<file path="src/rtl/bms_pkg.sv">
// Shared types and constants for the battery mode supervisor.
`timescale 1ns / 1ps
`default_nettype none

package bms_pkg;

	// Battery modes, ordered from lowest to highest bus voltage.
	typedef enum logic [2:0] {
		MODE_HARDOFF  = 3'd0,
		MODE_CRITICAL = 3'd1,
		MODE_SAFE     = 3'd2,
		MODE_NORMAL   = 3'd3,
		MODE_OV       = 3'd4
	} mode_t;

	// Current flow classes.
	typedef enum logic [1:0] {
		CHG_IDLE        = 2'd0,
		CHG_CHARGING    = 2'd1,
		CHG_DISCHARGING = 2'd2
	} charge_t;

	// Configuration register indexes.
	typedef enum logic [2:0] {
		REG_FULL_V     = 3'd0,
		REG_NORMAL_V   = 3'd1,
		REG_CRITICAL_V = 3'd2,
		REG_HARDOFF_V  = 3'd3,
		REG_HEAT_LOW   = 3'd4,
		REG_HEAT_HIGH  = 3'd5,
		REG_HEAT_AUTO  = 3'd6
	} reg_idx_t;

	localparam int unsigned VOLT_W = 16;
	localparam int unsigned CFG_DATA_W = 16;
	localparam int unsigned IN_DATA_W = 64;
	localparam int unsigned OUT_DATA_W = 8;

	// Hysteresis bands, sized for the widened compare.
	localparam logic [VOLT_W:0] VOLT_BAND = 17'd50;
	localparam logic [VOLT_W:0] CURR_BAND = 17'd10;

	// Register values after reset.
	localparam logic [15:0] FULL_V_RST     = 16'd8300;
	localparam logic [15:0] NORMAL_V_RST   = 16'd7200;
	localparam logic [15:0] CRITICAL_V_RST = 16'd6800;
	localparam logic [15:0] HARDOFF_V_RST  = 16'd6200;
	localparam logic signed [15:0] HEAT_LOW_RST  = 16'sd0;
	localparam logic signed [15:0] HEAT_HIGH_RST = 16'sd5;

	typedef struct packed {
		logic [15:0]        full_v;
		logic [15:0]        normal_v;
		logic [15:0]        critical_v;
		logic [15:0]        hardoff_v;
		logic signed [15:0] heat_low;
		logic signed [15:0] heat_high;
		logic               heat_auto;
	} cfg_t;

	typedef struct packed {
		logic signed [15:0] battery_temp;
		logic [15:0]        load_current_ma;
		logic [15:0]        charge_current_ma;
		logic [15:0]        bus_voltage_mv;
	} sample_t;

	typedef struct packed {
		logic    heater_on;
		charge_t charge_state;
		logic    mode_changed;
		mode_t   battery_mode;
	} result_t;

endpackage

`default_nettype wire

</file>
<file path="src/rtl/bms_cfg_regs.sv">
// Configuration register file for the battery mode supervisor.
`timescale 1ns / 1ps
`default_nettype none

module bms_cfg_regs (
	input  wire logic                           clk,
	input  wire logic                           arst_n,
	input  wire logic                           cfg_we,
	input  wire logic [2:0]                     cfg_index,
	input  wire logic [bms_pkg::CFG_DATA_W-1:0] cfg_data,
	output bms_pkg::cfg_t                       cfg
);
	import bms_pkg::*;

	cfg_t cfg_q;

	// Register writes; an index beyond the list is ignored.
	always_ff @(posedge clk or negedge arst_n) begin
		if (!arst_n) begin
			cfg_q.full_v     <= FULL_V_RST;
			cfg_q.normal_v   <= NORMAL_V_RST;
			cfg_q.critical_v <= CRITICAL_V_RST;
			cfg_q.hardoff_v  <= HARDOFF_V_RST;
			cfg_q.heat_low   <= HEAT_LOW_RST;
			cfg_q.heat_high  <= HEAT_HIGH_RST;
			cfg_q.heat_auto  <= 1'b0;
		end else if (cfg_we) begin
			case (reg_idx_t'(cfg_index))
				REG_FULL_V:     cfg_q.full_v     <= cfg_data;
				REG_NORMAL_V:   cfg_q.normal_v   <= cfg_data;
				REG_CRITICAL_V: cfg_q.critical_v <= cfg_data;
				REG_HARDOFF_V:  cfg_q.hardoff_v  <= cfg_data;
				REG_HEAT_LOW:   cfg_q.heat_low   <= $signed(cfg_data);
				REG_HEAT_HIGH:  cfg_q.heat_high  <= $signed(cfg_data);
				REG_HEAT_AUTO:  cfg_q.heat_auto  <= cfg_data[0];
				default: ;
			endcase
		end
	end

	assign cfg = cfg_q;

endmodule

`default_nettype wire

</file>
<file path="src/rtl/bms_eval.sv">
// Per-item evaluation: mode transition, current class and heater thermostat.
`timescale 1ns / 1ps
`default_nettype none

module bms_eval (
	input  wire bms_pkg::sample_t sample,
	input  wire bms_pkg::cfg_t    cfg,
	input  wire bms_pkg::mode_t   mode_cur,
	input  wire logic             heater_cur,
	output bms_pkg::result_t      res
);
	import bms_pkg::*;

	logic [VOLT_W:0] v_w;
	logic [VOLT_W:0] full_w;
	logic [VOLT_W:0] norm_w;
	logic [VOLT_W:0] crit_w;
	logic [VOLT_W:0] hoff_w;
	logic [VOLT_W:0] cin_w;
	logic [VOLT_W:0] cout_w;
	mode_t           mode_nxt;
	charge_t         charge_nxt;
	logic            heater_nxt;

	// Widen everything by one bit so a threshold plus hysteresis never wraps.
	assign v_w    = {1'b0, sample.bus_voltage_mv};
	assign full_w = {1'b0, cfg.full_v};
	assign norm_w = {1'b0, cfg.normal_v};
	assign crit_w = {1'b0, cfg.critical_v};
	assign hoff_w = {1'b0, cfg.hardoff_v};
	assign cin_w  = {1'b0, sample.charge_current_ma};
	assign cout_w = {1'b0, sample.load_current_ma};

	// Mode transitions between adjacent modes. In safe and critical
	// modes the downward test is checked last and wins.
	always_comb begin
		mode_nxt = mode_cur;
		case (mode_cur)
			MODE_OV: begin
				if (v_w < full_w)
					mode_nxt = MODE_NORMAL;
			end
			MODE_NORMAL: begin
				if (v_w > full_w + VOLT_BAND)
					mode_nxt = MODE_OV;
				else if (v_w < norm_w)
					mode_nxt = MODE_SAFE;
			end
			MODE_SAFE: begin
				if (v_w > norm_w + VOLT_BAND)
					mode_nxt = MODE_NORMAL;
				if (v_w < crit_w)
					mode_nxt = MODE_CRITICAL;
			end
			MODE_CRITICAL: begin
				if (v_w > crit_w + VOLT_BAND)
					mode_nxt = MODE_SAFE;
				if (v_w < hoff_w + VOLT_BAND)
					mode_nxt = MODE_HARDOFF;
			end
			MODE_HARDOFF: begin
				if (v_w > hoff_w + VOLT_BAND)
					mode_nxt = MODE_CRITICAL;
			end
			default: mode_nxt = mode_cur;
		endcase
	end

	// Current class with a dead band; the lower test is rearranged to avoid
	// a negative difference.
	always_comb begin
		if (cin_w > cout_w + CURR_BAND)
			charge_nxt = CHG_CHARGING;
		else if (cin_w + CURR_BAND < cout_w)
			charge_nxt = CHG_DISCHARGING;
		else
			charge_nxt = CHG_IDLE;
	end

	// Thermostat; in manual control the heater keeps its state.
	always_comb begin
		heater_nxt = heater_cur;
		if (cfg.heat_auto) begin
			if (!heater_cur) begin
				if ((sample.battery_temp < cfg.heat_low) && (mode_nxt > MODE_CRITICAL))
					heater_nxt = 1'b1;
			end else begin
				if (sample.battery_temp > cfg.heat_high)
					heater_nxt = 1'b0;
			end
		end
	end

	assign res.battery_mode = mode_nxt;
	assign res.mode_changed = (mode_nxt != mode_cur);
	assign res.charge_state = charge_nxt;
	assign res.heater_on    = heater_nxt;

endmodule

`default_nettype wire

</file>
<file path="src/rtl/battery_mode_supervisor.sv">
// Top level of the battery mode supervisor: stream channels, state and pipeline.
// Usage:
//   The slave channel (s_axis_*) takes one housekeeping sample per item:
//   bus voltage, charge current, load current and battery temperature.
//   The master channel (m_axis_*) returns one status item per sample:
//   battery mode, a mode-changed flag, the current class and heater drive.
//   Thresholds and heater control are written through cfg_we, cfg_index
//   and cfg_data while no sample is in flight.
// Data path:
//   A sample is captured in an input register, evaluated in one pass of
//   compare logic and stored in the result register. One item is accepted
//   every cycle unless m_axis_tready stalls the output.
// Reset:
//   arst_n clears both pipeline stages, loads the register defaults, sets
//   the mode to normal and turns the heater off.
// Stalls:
//   When m_axis_tready is low the result register holds its item and the
//   input register keeps one more; s_axis_tready drops only when both are
//   full. The mode and heater state move only as an item leaves the input
//   register, so stalling never skips or repeats a transition.
`timescale 1ns / 1ps
`default_nettype none

module battery_mode_supervisor (
	input  wire logic                            clk,
	input  wire logic                            arst_n,
	// Input items
	input  wire logic                            s_axis_tvalid,
	output logic                                 s_axis_tready,
	// [15:0] bus_voltage_mv, [31:16] charge_current_ma,
	// [47:32] load_current_ma, [63:48] battery_temp
	input  wire logic [bms_pkg::IN_DATA_W-1:0]   s_axis_tdata,
	// Result items
	output logic                                 m_axis_tvalid,
	input  wire logic                            m_axis_tready,
	// [2:0] battery_mode, [3] mode_changed, [5:4] charge_state,
	// [6] heater_on, [7] zero
	output logic [bms_pkg::OUT_DATA_W-1:0]       m_axis_tdata,
	// Configuration writes
	input  wire logic                            cfg_we,
	input  wire logic [2:0]                      cfg_index,
	input  wire logic [bms_pkg::CFG_DATA_W-1:0]  cfg_data
);
	import bms_pkg::*;

	cfg_t    cfg;
	sample_t sample_s1;
	logic    valid_s1;
	result_t res_s2;
	logic    valid_s2;
	mode_t   mode_q;
	logic    heater_q;
	result_t res_nxt;
	logic    adv_s2;
	logic    adv_s1;

	bms_cfg_regs u_cfg (
		.clk      (clk),
		.arst_n   (arst_n),
		.cfg_we   (cfg_we),
		.cfg_index(cfg_index),
		.cfg_data (cfg_data),
		.cfg      (cfg)
	);

	bms_eval u_eval (
		.sample    (sample_s1),
		.cfg       (cfg),
		.mode_cur  (mode_q),
		.heater_cur(heater_q),
		.res       (res_nxt)
	);

	// Handshake: the result register frees when empty or taken, and the
	// input register frees when empty or moving on.
	assign adv_s2        = !valid_s2 || m_axis_tready;
	assign adv_s1        = valid_s1 && adv_s2;
	assign s_axis_tready = !valid_s1 || adv_s2;

	// Input register.
	always_ff @(posedge clk or negedge arst_n) begin
		if (!arst_n) begin
			valid_s1 <= 1'b0;
		end else if (s_axis_tready) begin
			valid_s1 <= s_axis_tvalid;
		end
	end

	always_ff @(posedge clk) begin
		if (s_axis_tready && s_axis_tvalid) begin
			sample_s1 <= sample_t'(s_axis_tdata);
		end
	end

	// Result register.
	always_ff @(posedge clk or negedge arst_n) begin
		if (!arst_n) begin
			valid_s2 <= 1'b0;
		end else if (adv_s2) begin
			valid_s2 <= valid_s1;
		end
	end

	always_ff @(posedge clk) begin
		if (adv_s1) begin
			res_s2 <= res_nxt;
		end
	end

	// Mode and heater state update as an item is evaluated.
	always_ff @(posedge clk or negedge arst_n) begin
		if (!arst_n) begin
			mode_q   <= MODE_NORMAL;
			heater_q <= 1'b0;
		end else if (adv_s1) begin
			mode_q   <= res_nxt.battery_mode;
			heater_q <= res_nxt.heater_on;
		end
	end

	assign m_axis_tvalid = valid_s2;
	assign m_axis_tdata  = {1'b0, res_s2};

endmodule

`default_nettype wire
</file>
<file path="config.mk">
export PLATFORM = sky130hd
export DESIGN_NAME = battery_mode_supervisor
export DESIGN_NICKNAME = d
export VERILOG_FILES = /design/src/rtl/bms_pkg.sv /design/src/rtl/bms_cfg_regs.sv /design/src/rtl/bms_eval.sv /design/src/rtl/battery_mode_supervisor.sv
export SDC_FILE = /design/constraint.sdc
export NUM_CORES = 1
export LEC_CHECK = 0
export BUFFER_PORTS_ARGS = -buffer_cell sky130_fd_sc_hd__buf_2
export CAP_MARGIN = 20
export CORE_ASPECT_RATIO = 0.9
export CORE_MARGIN = 2
export CORE_UTILIZATION = 55
export CTS_CLUSTER_SIZE = 10
export DETAILED_ROUTE_END_ITERATION = 10
export GPL_ROUTABILITY_DRIVEN = 0
export PLACE_DENSITY = 0.8
export REMOVE_ABC_BUFFERS = 1
export SLEW_MARGIN = 20
export SYNTH_ARGS = -nofsm -noshare
export SYNTH_HDL_FRONTEND = slang
export SYNTH_HIERARCHICAL = 1
export SYNTH_SLANG_ARGS = --single-unit
</file>
<file path="constraint.sdc">
create_clock -name clk -period 8.55 [get_ports clk]
set_input_delay 0.4275 -clock clk [delete_from_list [all_inputs] [get_ports clk]]
set_output_delay 0.4275 -clock clk [all_outputs]
set_load 0.01 [all_outputs]
</file>
==> flow_summary.ini <==
[run_status]
outcome = finished, violations left
violations = hold timing

[cts]
cts_hold_buffers = 0
cts_tree = built
htreeDepth = 4
cts_buffers = 17
cts.sinks = 174
cts_root_buffer = clkbuf_16
clkLatencyLatePin_ns = 0.44
cts.clk_slew.worst_paths_ns = 0.07
clockBufferDepth = 2
cts_resized = 0
cts_setup_buffers = 0

[yosys]
synth-seq-area-share = 0.402
synth.distinct_cells = 72
netlist_instances = 1063
yosysTopAreaCell = ha_1
yosysWarnings = 6
synth_area_leaders = ha_1 (19%), edfxtp_1 (18%), dfrtp_1 (17%)
synth_top_area_share = 0.188
synth_edf_count = 71
ys_dominant_reg_cell = dfrtp_1
ys_seq_elements = 174
syn_area_um2 = 11800
async_flop_share = 0.592
avgSynthCellArea_um2 = 11.1

[placed_design]
dpl.hpwl_mm = 20.4
port-buffer-count = 96

[timing]
final_max_slew_viol_count = 0
fin_crit_sh = 0.462
finalSetupTns_ns = 0
tightest_slew_ns = 1.09
hold_slack_ns = -0.00314
fin_crit_ns = 3.95
finalSetupViolations = 0
rsz0062_at_grt = false
hold_viol = 1
slew_headroom = 0.263
fmax_ghz = 0.253
finClkSkew_ns = 0.0103

[floorplan]
fp.dieW_um = 158
die-area_um2 = 22600
die_h_um = 143
rows = 50
core_um2 = 20900
num_io_pins = 98
start_util = 0.564

[power]
combPwrFrac = 0.325
p_leak_nw = 5.87
power_frac_clock = 0.262
power.density_nw_per_um2 = 220
pwr-share-seq = 0.413
p_sw_frac = 0.347
ir_worst_vdd_uv = 139
p_sw_w = 0.00100
p_int_w = 0.00188

[worst_hold_path]
hold_class = primary input to async pin

[critical_path]
path_class = flop to flop
rr_endpoint = m_axis_tdata[3]
rrSetupSlack_ns = 4.60
cp-startpoint = u_cfg/cfg[50]
rr_worst_depth = 15
crit_end = m_axis_tdata[3]
start_kind = flop
worst_r2r_startpoint = u_cfg/cfg[50]
required_ns = 8.73
critPathCaptureType = flop
worstPathMaxFanout = 6
crit_arrival_ns = 4.14

[grt]
antenna_found_initial = 0
grt_pass1_vias = 8545
track_usage = 0.249
grt.overflow.total = 0
grt_pass1_wl_mm = 43.2
grt_max_degree = 65

[detailed_routing]
drt_iter0_markers = 505
wirelength_mm = 27.0
via_per_inst = 5.82
vias = 8528
detail-route-antenna-nets = 0
drtPass1Iterations = 5
routedWlPerCell_um = 18.5
drc = 0

[cells_and_area]
nNetsFinal = 1432
area_growth_pct = 11.1
antennaDiodeCount = 0
final.fill_count = 1679
drive_above_1_share = 0.233

[run]
maxCapViolations = 0
==> cell families after synthesis <==
logic type / after synthesis / share of synthesized area
buf+inv: 122 / 0.0455
mux: 102 / 0.0991
compound gates: 168 / 0.0945
simple gates: 244 / 0.115
fa+ha+maj: 177 / 0.188
other cells: 1 / 0.000318
flops: 174 / 0.402
xor+xnor: 75 / 0.0558
==> power groups by stage <==
stage          Combinational [W]  Clock, W  Sequential [W]
3_3_place_gp            0.000869         0         0.00120
4_1_cts                 0.000930  0.000772         0.00119
2_1_floorplan           0.000692         0         0.00115
6_report                0.000938  0.000755         0.00119
5_1_grt                  0.00106  0.000801         0.00121
3_5_place_dp            0.000915         0         0.00120
==> per-stage QoR <==
stage	cells	util	area [um^2]	setup slack [ns]	power (W)
6_report	1466	0.627	13100	4.60	0.00288
3_3_place_gp	1434	0.599	12500	4.81	0.00207
5_1_grt	1466	0.627	13100	4.34	0.00307
3_5_place_dp	1434	0.599	12500	4.70	0.00212
2_1_floorplan	1049	-	11600	5.03	0.00185
4_1_cts	1466	0.627	13100	4.67	0.00289
==> cells in the final DEF (no fill, tap or decap), types with 7 or more instances in the layout <==
cell type and instances:
edfxtp_1 71, nor2b_1 11, nand4_1 31, dfstp_2 23, nor3_1 16, a21o_1 18
dfrtp_1 80, mux2_2 97, buf_2 95, clkbuf_16 17, nand3_1 41, a21oi_1 55
o211ai_1 7, o21ai_0 31, inv_6 7, xnor2_1 62, xor2_1 13, a211oi_1 9
inv_1 108, o21a_1 11, and3_1 13, nand2_1 50, ha_1 177, nor2_1 40
==> area by class of cell <==
type                       count  area (um^2)  share of cell area
tap                          286          358              0.0273
sequential                   174         4740               0.362
timing repair buffer          99          505              0.0386
clock inverter                14          139              0.0106
multi-input combinational    767         6510               0.497
inverter                     108          405              0.0310
clock buffer                  18          439              0.0335
==> worst min-delay path by stage <==
stage               startpoint             to  slack, ns
floorplan               arst_n       heater_q       0.13
global placement        arst_n  u_cfg/cfg[23]       0.47
detailed placement      arst_n   u_cfg/cfg[7]       0.47
CTS                     arst_n   u_cfg/cfg[7]      0.002
global route            arst_n   u_cfg/cfg[7]       0.03
finish                  arst_n   u_cfg/cfg[7]     -0.003
==> synth_stat cells (13+ instances only) <==
library cell and count:
nand2_1 50, and3_1 13, a21o_1 18, o21ai_0 31
nor3_1 16, xor2_1 13, nand3_1 41, mux2_2 97
dfstp_2 23, a21oi_1 55, dfrtp_1 80, inv_1 108
nand4_1 31, edfxtp_1 71, xnor2_1 62, nor2_1 40
ha_1 177
==> sequential cells by signal (all words and copies together) (netlist names) <==
signal	cells
m_axis_tdata	7
sample_s1	64
heater_q	1
u_cfg/cfg	97
mode_q	3
valid_s1	1
m_axis_tvalid	1
==> worst max-delay path, stage by stage (launching register included) <==
cell	delay, ns
dfrtp_1	0.44
ha_1	0.22
a21oi_1	0.12
a21o_1	0.24
nor2_1	0.26
nand3_1	0.14
xnor2_1	0.15
ha_1	0.30
nand3_1	0.12
or4_1	0.54
o211ai_1	0.18
nand3_1	0.13
nor2_1	0.11
a311oi_1	0.12
a211oi_2	0.30
mux2_4	0.33
==> per-layer routing <==
metal	track usage	up-vias	part of all wire
met5	0	-	0
met4	0.0887	0	0.025
met3	0.0467	47	0.053
met2	0.415	243	0.48
met1	0.326	4137	0.45
li1	-	4101	-
Note: power is estimated with default switching activity, not from simulation.
